**src/sv/fbaq_pkg.sv**
```systemverilog
package fbaq_pkg;

    localparam int MaxBlockDef = 64;

    localparam logic [30:0] PosInf    = 31'h7F800000;
    localparam logic [30:0] MinAmax   = 31'h38D1B717;
    localparam logic [7:0]  ScaleInf  = 8'd255;
    localparam logic [6:0]  MagMax    = 7'h7E;

    typedef struct packed {
        logic [7:0] scode;
        logic       ovf;
        logic       inf;
        logic [6:0] count;
    } t_blk;

    typedef enum logic [1:0] {
        ST_FILL,
        ST_EMIT
    } t_state;

    function automatic logic rnd_up(input logic [23:0] rem, input logic lsb);
        begin
            rnd_up = (rem > 24'h800000) || ((rem == 24'h800000) && lsb);
        end
    endfunction

    // Scale from block maximum: ceil(log2(max(amax,1e-4)/448)) as E8M0.
    function automatic logic [7:0] calc_scode(input logic [30:0] amax, input logic inf);
        logic [30:0] m;
        logic [23:0] sig;
        logic [47:0] prod;
        logic [8:0]  e;
        logic [8:0]  sc;
        logic        up;
        begin
            m = (amax < MinAmax) ? MinAmax : amax;
            // v = m * (1/448) in float: 1/448 = 1.142857.. * 2^-9, mantissa 0x124925
            sig = {1'b1, m[22:0]};
            prod = sig * 24'h924925;
            e = {1'b0, m[30:23]} - 9'd9;
            if (prod[47]) begin
                e = e + 9'd1;
                up = (prod[46:24] != 23'd0) || rnd_up(prod[23:0], prod[24]);
            end else begin
                up = (prod[45:23] != 23'd0) || rnd_up({prod[22:0], 1'b0}, prod[23]);
            end
            sc = e + {8'd0, up};
            if (inf || sc > 9'd255) calc_scode = ScaleInf;
            else calc_scode = sc[7:0];
        end
    endfunction

    // Encode element x scaled by 2^(127-scode) (scode < 255) as E4M3.
    function automatic logic [7:0] encode(input logic [31:0] x, input logic [7:0] scode);
        logic        s;
        logic [7:0]  ex;
        logic [22:0] man;
        logic signed [10:0] e;
        logic [23:0] sig;
        logic [26:0] sh;
        logic [4:0]  amt;
        logic [3:0]  keep;
        logic [4:0]  ee;
        logic [6:0]  mag;
        logic [23:0] rem;
        begin
            s = x[31];
            ex = x[30:23];
            man = x[22:0];
            mag = 7'd0;
            if (ex == 8'hFF) begin
                mag = MagMax;
            end else if (ex != 8'd0) begin
                // unbiased scaled exponent
                e = $signed({3'b0, ex}) - $signed({3'b0, scode});
                sig = {1'b1, man};
                if (e > 11'sd8) begin
                    mag = MagMax;
                end else if (e >= -11'sd6) begin
                    keep = {1'b0, sig[22:20]};
                    rem = {4'd0, sig[19:0]};
                    if (rem > 24'h80000 || (rem == 24'h80000 && keep[0])) keep = keep + 4'd1;
                    ee = 5'(e + 11'sd7);
                    if (keep == 4'd8) begin
                        keep = 4'd0;
                        ee = ee + 5'd1;
                    end
                    if (ee > 5'd15 || (ee == 5'd15 && keep == 4'd7)) mag = MagMax;
                    else mag = {ee[3:0], keep[2:0]};
                end else if (e >= -11'sd10) begin
                    // subnormal: value*512 = sig * 2^(e+9-23)
                    amt = 5'(-11'sd6 - e + 11'sd20);
                    sh = {3'b0, sig} >> amt;
                    rem = sig & ((24'd1 << amt) - 24'd1);
                    keep = sh[3:0];
                    if (rem > (24'd1 << (amt - 5'd1)) ||
                        (rem == (24'd1 << (amt - 5'd1)) && keep[0]))
                        keep = keep + 4'd1;
                    mag = {3'b0, keep};
                end
            end
            encode = {s, mag};
        end
    endfunction

endpackage

```
**src/sv/fbaq_front.sv**
```systemverilog
module fbaq_front #(
    parameter int MaxBlock = fbaq_pkg::MaxBlockDef
) (
    input  logic                 i_clk,
    input  logic                 i_rst_n,
    input  logic                 i_take,
    input  logic [31:0]          i_element_bits,
    input  logic                 i_last,
    output logic                 o_push,
    output fbaq_pkg::t_blk       o_blk,
    output logic                 o_wr,
    output logic [$clog2(MaxBlock+1)-1:0] o_waddr
);
    localparam int CW = $clog2(MaxBlock + 1);

    logic [CW-1:0] r_cnt;
    logic [30:0]   r_max;
    logic          r_ovf;
    logic          r_inf;
    logic [CW-1:0] n_cnt;
    logic [30:0]   n_max;
    logic          n_ovf;
    logic          n_inf;
    logic [30:0]   a;
    logic          room;

    assign a = i_element_bits[30:0];
    assign room = (r_cnt < CW'(MaxBlock));
    assign o_wr = i_take && room;
    assign o_waddr = r_cnt;

    always_comb begin
        n_cnt = r_cnt;
        n_max = r_max;
        n_ovf = r_ovf;
        n_inf = r_inf;
        if (i_take) begin
            if (room) begin
                n_cnt = r_cnt + CW'(1);
                if (a == fbaq_pkg::PosInf) n_inf = 1'b1;
                if (a <= fbaq_pkg::PosInf && a > r_max) n_max = a;
            end else begin
                n_ovf = 1'b1;
            end
        end
    end

    assign o_push = i_take && i_last;
    always_comb begin
        o_blk.scode = fbaq_pkg::calc_scode(n_max, n_inf);
        o_blk.ovf = n_ovf;
        o_blk.inf = n_inf;
        o_blk.count = 7'(n_cnt);
    end

    always_ff @(posedge i_clk) begin
        if (!i_rst_n || o_push) begin
            r_cnt <= '0;
            r_max <= '0;
            r_ovf <= 1'b0;
            r_inf <= 1'b0;
        end else begin
            r_cnt <= n_cnt;
            r_max <= n_max;
            r_ovf <= n_ovf;
            r_inf <= n_inf;
        end
    end
endmodule

```
**src/sv/fbaq_back.sv**
```systemverilog
module fbaq_back #(
    parameter int MaxBlock = fbaq_pkg::MaxBlockDef
) (
    input  logic           i_clk,
    input  logic           i_rst_n,
    input  logic           i_valid,
    input  fbaq_pkg::t_blk i_blk,
    output logic           o_pop,
    output logic [$clog2(MaxBlock+1)-1:0] o_raddr,
    input  logic [31:0]    i_rdata,
    output logic           o_valid,
    output logic [7:0]     o_fp8_code,
    output logic [7:0]     o_scale_code,
    output logic [5:0]     o_position,
    output logic           o_end_of_block,
    output logic           o_overflowed,
    output logic           o_nonfinite,
    output logic           o_busy
);
    localparam int CW = $clog2(MaxBlock + 1);

    fbaq_pkg::t_state r_state, n_state;
    fbaq_pkg::t_blk   r_blk;
    logic [CW-1:0]    r_idx, n_idx;
    logic             r_rd;
    logic [CW-1:0]    r_ridx;
    logic             r_last;

    assign o_raddr = r_idx;
    assign o_busy = (r_state != fbaq_pkg::ST_FILL) || r_rd;

    always_comb begin
        n_state = r_state;
        n_idx = r_idx;
        o_pop = 1'b0;
        case (r_state)
            fbaq_pkg::ST_FILL: begin
                if (i_valid) begin
                    o_pop = 1'b1;
                    n_idx = '0;
                    n_state = fbaq_pkg::ST_EMIT;
                end
            end
            fbaq_pkg::ST_EMIT: begin
                n_idx = r_idx + CW'(1);
                if (7'(r_idx) + 7'd1 >= r_blk.count) n_state = fbaq_pkg::ST_FILL;
            end
            default: n_state = fbaq_pkg::ST_FILL;
        endcase
    end

    always_ff @(posedge i_clk) begin
        if (!i_rst_n) begin
            r_state <= fbaq_pkg::ST_FILL;
            r_idx <= '0;
            r_rd <= 1'b0;
        end else begin
            r_state <= n_state;
            r_idx <= n_idx;
            r_rd <= (r_state == fbaq_pkg::ST_EMIT);
        end
        if (o_pop) r_blk <= i_blk;
        r_ridx <= r_idx;
        r_last <= (7'(r_idx) + 7'd1 >= r_blk.count);
    end

    assign o_valid = r_rd;
    assign o_fp8_code = r_blk.inf ? 8'd0 : fbaq_pkg::encode(i_rdata, r_blk.scode);
    assign o_scale_code = r_blk.scode;
    assign o_position = 6'(r_ridx);
    assign o_end_of_block = r_last;
    assign o_overflowed = r_blk.ovf;
    assign o_nonfinite = r_blk.inf;
endmodule

```
**src/sv/fp8_block_activation_quantizer_core.sv**
```systemverilog
// Path: a block's results follow its last request through r_qblk, ST_EMIT and r_rdata.
// Throughput: one request per cycle while filling, then one result per cycle
// for each stored element; busy stays high while a block drains from the store.
// Reset: synchronous active-low i_rst_n clears counts, flags and state.
// The receiver cannot stall; each result shows for one cycle with o_valid.
module fp8_block_activation_quantizer_core #(
    parameter int MaxBlock = fbaq_pkg::MaxBlockDef
) (
    input  logic        i_clk,
    input  logic        i_rst_n,
    input  logic        start,
    output logic        busy,
    input  logic [31:0] i_element_bits,
    input  logic        i_last,
    output logic        o_valid,
    output logic [7:0]  o_fp8_code,
    output logic [7:0]  o_scale_code,
    output logic [5:0]  o_position,
    output logic        o_end_of_block,
    output logic        o_overflowed,
    output logic        o_nonfinite
);
    localparam int CW = $clog2(MaxBlock + 1);
    localparam int AW = (MaxBlock > 1) ? $clog2(MaxBlock) : 1;

    logic           take, push, pop, wr, bbusy;
    logic           r_qv;
    fbaq_pkg::t_blk blk, r_qblk;
    logic [CW-1:0]  waddr, raddr;
    logic [31:0]    r_mem [MaxBlock];
    logic [31:0]    r_rdata;

    assign busy = r_qv || bbusy;
    assign take = start && !busy;

    fbaq_front #(.MaxBlock(MaxBlock)) u_front (
        .i_clk, .i_rst_n, .i_take(take), .i_element_bits, .i_last,
        .o_push(push), .o_blk(blk), .o_wr(wr), .o_waddr(waddr)
    );

    always_ff @(posedge i_clk) begin
        if (!i_rst_n) r_qv <= 1'b0;
        else if (push) r_qv <= 1'b1;
        else if (pop) r_qv <= 1'b0;
        if (push) r_qblk <= blk;
        if (wr) r_mem[waddr[AW-1:0]] <= i_element_bits;
        r_rdata <= r_mem[raddr[AW-1:0]];
    end

    fbaq_back #(.MaxBlock(MaxBlock)) u_back (
        .i_clk, .i_rst_n, .i_valid(r_qv), .i_blk(r_qblk), .o_pop(pop),
        .o_raddr(raddr), .i_rdata(r_rdata), .o_valid, .o_fp8_code, .o_scale_code,
        .o_position, .o_end_of_block, .o_overflowed, .o_nonfinite, .o_busy(bbusy)
    );
endmodule
```
**config.mk**
```make
export PLATFORM = sky130hd
export DESIGN_NAME = fp8_block_activation_quantizer_core
export DESIGN_NICKNAME = d
export VERILOG_FILES = /design/src/sv/fbaq_pkg.sv /design/src/sv/fbaq_front.sv /design/src/sv/fbaq_back.sv /design/src/sv/fp8_block_activation_quantizer_core.sv
export SDC_FILE = /design/constraint.sdc
export NUM_CORES = 2
export LEC_CHECK = 0
export BUFFER_PORTS_ARGS = -buffer_cell sky130_fd_sc_hd__buf_2
export CORE_UTILIZATION = 57
export DETAILED_ROUTE_END_ITERATION = 8
export PLACE_DENSITY_LB_ADDON = 0.12
export SYNTH_ARGS = -nofsm -noshare
export SYNTH_HDL_FRONTEND = slang
export SYNTH_HIERARCHICAL = 1
export SYNTH_SLANG_ARGS = --single-unit
```
**constraint.sdc**
```tcl
create_clock -name i_clk -period 11.1 [get_ports i_clk]
set_input_delay 0 -clock i_clk [delete_from_list [all_inputs] [get_ports i_clk]]
set_output_delay 0 -clock i_clk [all_outputs]
set_load 0.02 [all_outputs]
```
==> impl_results.md <==
* Status: finished, final reports clean
* Initial DRC count at 6322
* CP most frequent cell: buf_4
* DPL Wire Length at 162900 um
* Final Slew Violations at 0
* Syn Nets at 5882
* Std-Cell Rows at 150
* CP startpoint kind: flip-flop
* Cell variety after synth at between 100 and 150
* CP startpoint: u_back/r_state[0]$_SDFFE_PN0P_
* Part of the Yosys area used for sequential elements at 0.6703
* Async set-reset flop share out of synthesis at 0
* CTS tree: done
* Tot Pwr at 24.49 mW
* Vias at ~53000
* Clk pin slew, worst setup/hold paths at roughly 0.070 ns
* Max_cap viols at 0
* Crit path kind: reg2reg
* F_max at 0.09410 GHz
* FF-to-FF setup slack at 0.47 ns
* VDD IR max at 0.8956 mV
* Grt total ovfl at 0
* CP Max Fanout at 12
* Worst endpoint required time at 11.70 ns
* Post-synthesis cell area at 95930 um^2
* Worst min path class: in2reg
* Worst path max stage delay at 0.57 ns
* Max_slew headroom at 0.08151
* Clock sinks at between 2000 and 2500
* Reg2Reg Depth at just over 40
* Core Region at 167200 um^2
* CTS Buf Count at roughly 210
* Die Y at 412.3 um
* Final setup skew at ~0.04 ns
* LEAKAGE at 35.27 nW
* CP Data Arrival Time at 11.23 ns
* Final Hold Viols at 0
* Clk buf depth at 3
* Worst Setup EP: r_qblk[15]$_DFFE_PP_
* Synth Register Bits at 2171
* Initial antenna violation count at 26
* CP Capture Type: flip-flop
* RR Endpoint: r_qblk[15]$_DFFE_PP_
* CTS H-Tree Depth at 4
* First-pass GRT wire length at 370900 um
* I/O Pins at 63
* Die ar. at 170000 um^2
* Via-to-Cell Ratio at 6.557
* Average wire per standard cell at around 32 um
* GRT Total Usage at 0.3102
* Fin crit period at 10.63 ns
* Largest net degree at the start of global routing at 110
* P&R area growth vs syn at 11.52%
* Clock latency at the later pin of the worst-skew pair at 0.85 ns
* DRT antenna net count at 0
* Final setup viols at 0
* Die width at ~410 um
* Remaining DRCs at 0
* Root Driver: clkbuf_16
* Post-synth EDFFs at 2082
* RR Startpoint: u_back/r_state[0]$_SDFFE_PN0P_
* Synth Warn # at 6
* Buffers on Ports at 62
* Least-Margin Pin Slew at 1.365 ns
* WL final at 261100 um
* Placer Congestion at 0.8823
* CP max-delay cell: fa_1
* Avg Synthesized Cell Area at 17.76 um^2
* Number of nets in the layout at 6164
* PD cells at 229.0 nW/um^2
* Placed cell areas at 99860 um^2
* Starting density of the core at 0.5737
* Synth Instances at about 5400
* Post-synth top flop: edfxtp_1
* Layout cells sized above 1 at 0.2254
* First-pass detailed-route iteration total at 6
* Fin area at 107000 um^2
* Period utilization at 0.9574
* Vias in the first global route at 52024
==> registers in the layout (all words and copies together) (netlist names), 6 cells and up <==
signal               count
u_back/o_raddr           7
u_back/o_scale_code      8
r_rdata                 32
u_back/r_blk             7
r_mem                 2048
u_back/r_ridx            6
u_front/o_waddr          7
r_qblk                  17
u_front/r_max           31
==> cell type report <==
type,instances,area (um^2)
Antenna cell,16,40.04
Fill cell,11546,60240
Timing Repair Buffer,325,2452
Inverter,327,1227
Sequential cell,2171,64320
Tap cell,2204,2758
Clock buffer,264,5557
Clock inverter,108,843.3
Multi-Input combinational cell,2653,29790
==> kinds of logic (layout without fill, tap and decap cells) <==
| logic type | count (synthesis) | after routing | share of synthesized area |
|---|---|---|---|
| AOI/OAI and AO/OA | 721 | 721 | 0.05145 |
| other | 0 | 16 | 0 |
| buffers and inverters | 578 | 1024 | 0.02682 |
| xor gates and xnor gates | 65 | 65 | 0.006326 |
| adders and majority gates | 444 | 444 | 0.06800 |
| and+or+nand+nor | 795 | 795 | 0.04231 |
| DFF | 2171 | 2171 | 0.6703 |
| muxes | 628 | 628 | 0.1348 |
==> worst max-delay path: cells and delay by family (launching register included) <==
family,cells,cell delay (ns)
compound gates,10,2.53
fa+ha+maj,10,3.70
buf+inv,7,1.02
flops,1,0.31
mux,3,0.69
simple gates,11,2.12
==> synthesized netlist by cell type (24+ instances only) <==
cell / count / share of area
dfxtp_1: 89 / 0.019
mux2_2: 33 / 0.0039
ha_1: 315 / 0.041
mux4_2: 527 / 0.12
a21o_1: 30 / 0.0023
nor2b_1: 47 / 0.0031
and2_1: 30 / 0.0020
xnor2_1: 39 / 0.0036
a31oi_1: 24 / 0.0016
inv_1: 326 / 0.013
nand4_1: 30 / 0.0020
o21ai_1: 25 / 0.0013
a21oi_1: 134 / 0.0070
buf_4: 58 / 0.0045
mux2i_1: 63 / 0.0066
nand2b_1: 32 / 0.0021
nor3_1: 52 / 0.0027
a22oi_1: 71 / 0.0056
o21a_1: 25 / 0.0020
fa_1: 129 / 0.027
edfxtp_1: 2082 / 0.65
nor4_1: 34 / 0.0022
buf_2: 52 / 0.0027
nand3_1: 70 / 0.0037
clkbuf_1: 110 / 0.0043
o21ai_0: 81 / 0.0042
a211oi_1: 43 / 0.0034
nand2_1: 159 / 0.0062
o22ai_1: 127 / 0.0083
nor2_1: 234 / 0.0092
==> placed cells by master (no fill, tap or decap), drive strengths merged, types with 16 or more instances in the layout <==
cell type,instances
nor3,57
and2,30
a21o,30
ha,315
clkbuf,265
a31oi,25
nand2b,32
a21oi,139
o211ai,18
o21a,25
xor2,24
o22ai,127
nand2,159
a22oi,72
and3,20
nand4,30
dlygate4sd3,38
nor2b,47
mux4,527
diode,16
inv,332
fa,129
dfxtp,89
clkinv,93
edfxtp,2082
xnor2,40
nor4,39
o21ai,106
nand3,73
a211oi,45
nor2,236
mux2,37
buf,286
mux2i,64
==> layer usage <==
metal | vias up | track usage | routed length, um
li1 | 22217 | - | -
met1 | 27666 | 0.4374 | 103900
met2 | 2625 | 0.4898 | 124100
met3 | 392 | 0.05390 | 22990
met4 | 2 | 0.1149 | 10090
met5 | - | 0 | 18
==> report_power, final <==
group	internal [mW]	switching, mW	leakage [nW]	total, mW
sequential	9.03	0.0615	19.5	9.10
clock	3.73	2.98	3.16	6.72
combinational	3.42	5.26	12.7	8.68
total	16.2	8.31	35.3	24.5
==> stage by stage <==
step | hold WS [ns] | std cells | util | setup TNS [ns] | setup WS [ns]
after floorplan | 0.09887 | 5402 | - | 0 | 0.1072
after global placement | 0.3470 | 7627 | 0.5971 | -0.08752 | -0.04730
after detailed placement | 0.3580 | 7627 | 0.5971 | -0.8324 | -0.1495
after CTS | 0.05439 | 8037 | 0.6377 | 0 | 0.008890
after global routing | 0.07295 | 8064 | 0.6397 | -0.07093 | -0.03232
final | 0.09050 | 8068 | 0.6398 | 0 | 0.4734
==> repair_timing <==
action | CTS | global route
setup buffers | 0 | 14
hold buffers | 38 | 0
cloned | 0 | 1
setup endpoints to repair | 8 | 8
pin swaps | 0 | 8
gates resized for setup | 2 | 47
hold endpoints to repair | 955 | 0
==> worst min path at each step <==
stage / slack (ns) / from / cells past startpoint / end
2_1_floorplan: 0.1 / i_element_bits[0] / 0 / r_mem[0][0]$_DFFE_PP_
4_1_cts: 0.05 / i_element_bits[13] / 2 / r_mem[1][13]$_DFFE_PP_
3_3_place_gp: 0.35 / i_rst_n / 2 / u_back/o_raddr[0]$_SDFFE_PN0P_
3_5_place_dp: 0.36 / i_rst_n / 2 / u_back/o_raddr[4]$_SDFFE_PN0P_
6_report: 0.09 / i_element_bits[13] / 2 / r_mem[1][13]$_DFFE_PP_
5_1_grt: 0.07 / i_element_bits[13] / 2 / r_mem[1][13]$_DFFE_PP_
No activity file was read; power rests on OpenSTA's default activity.
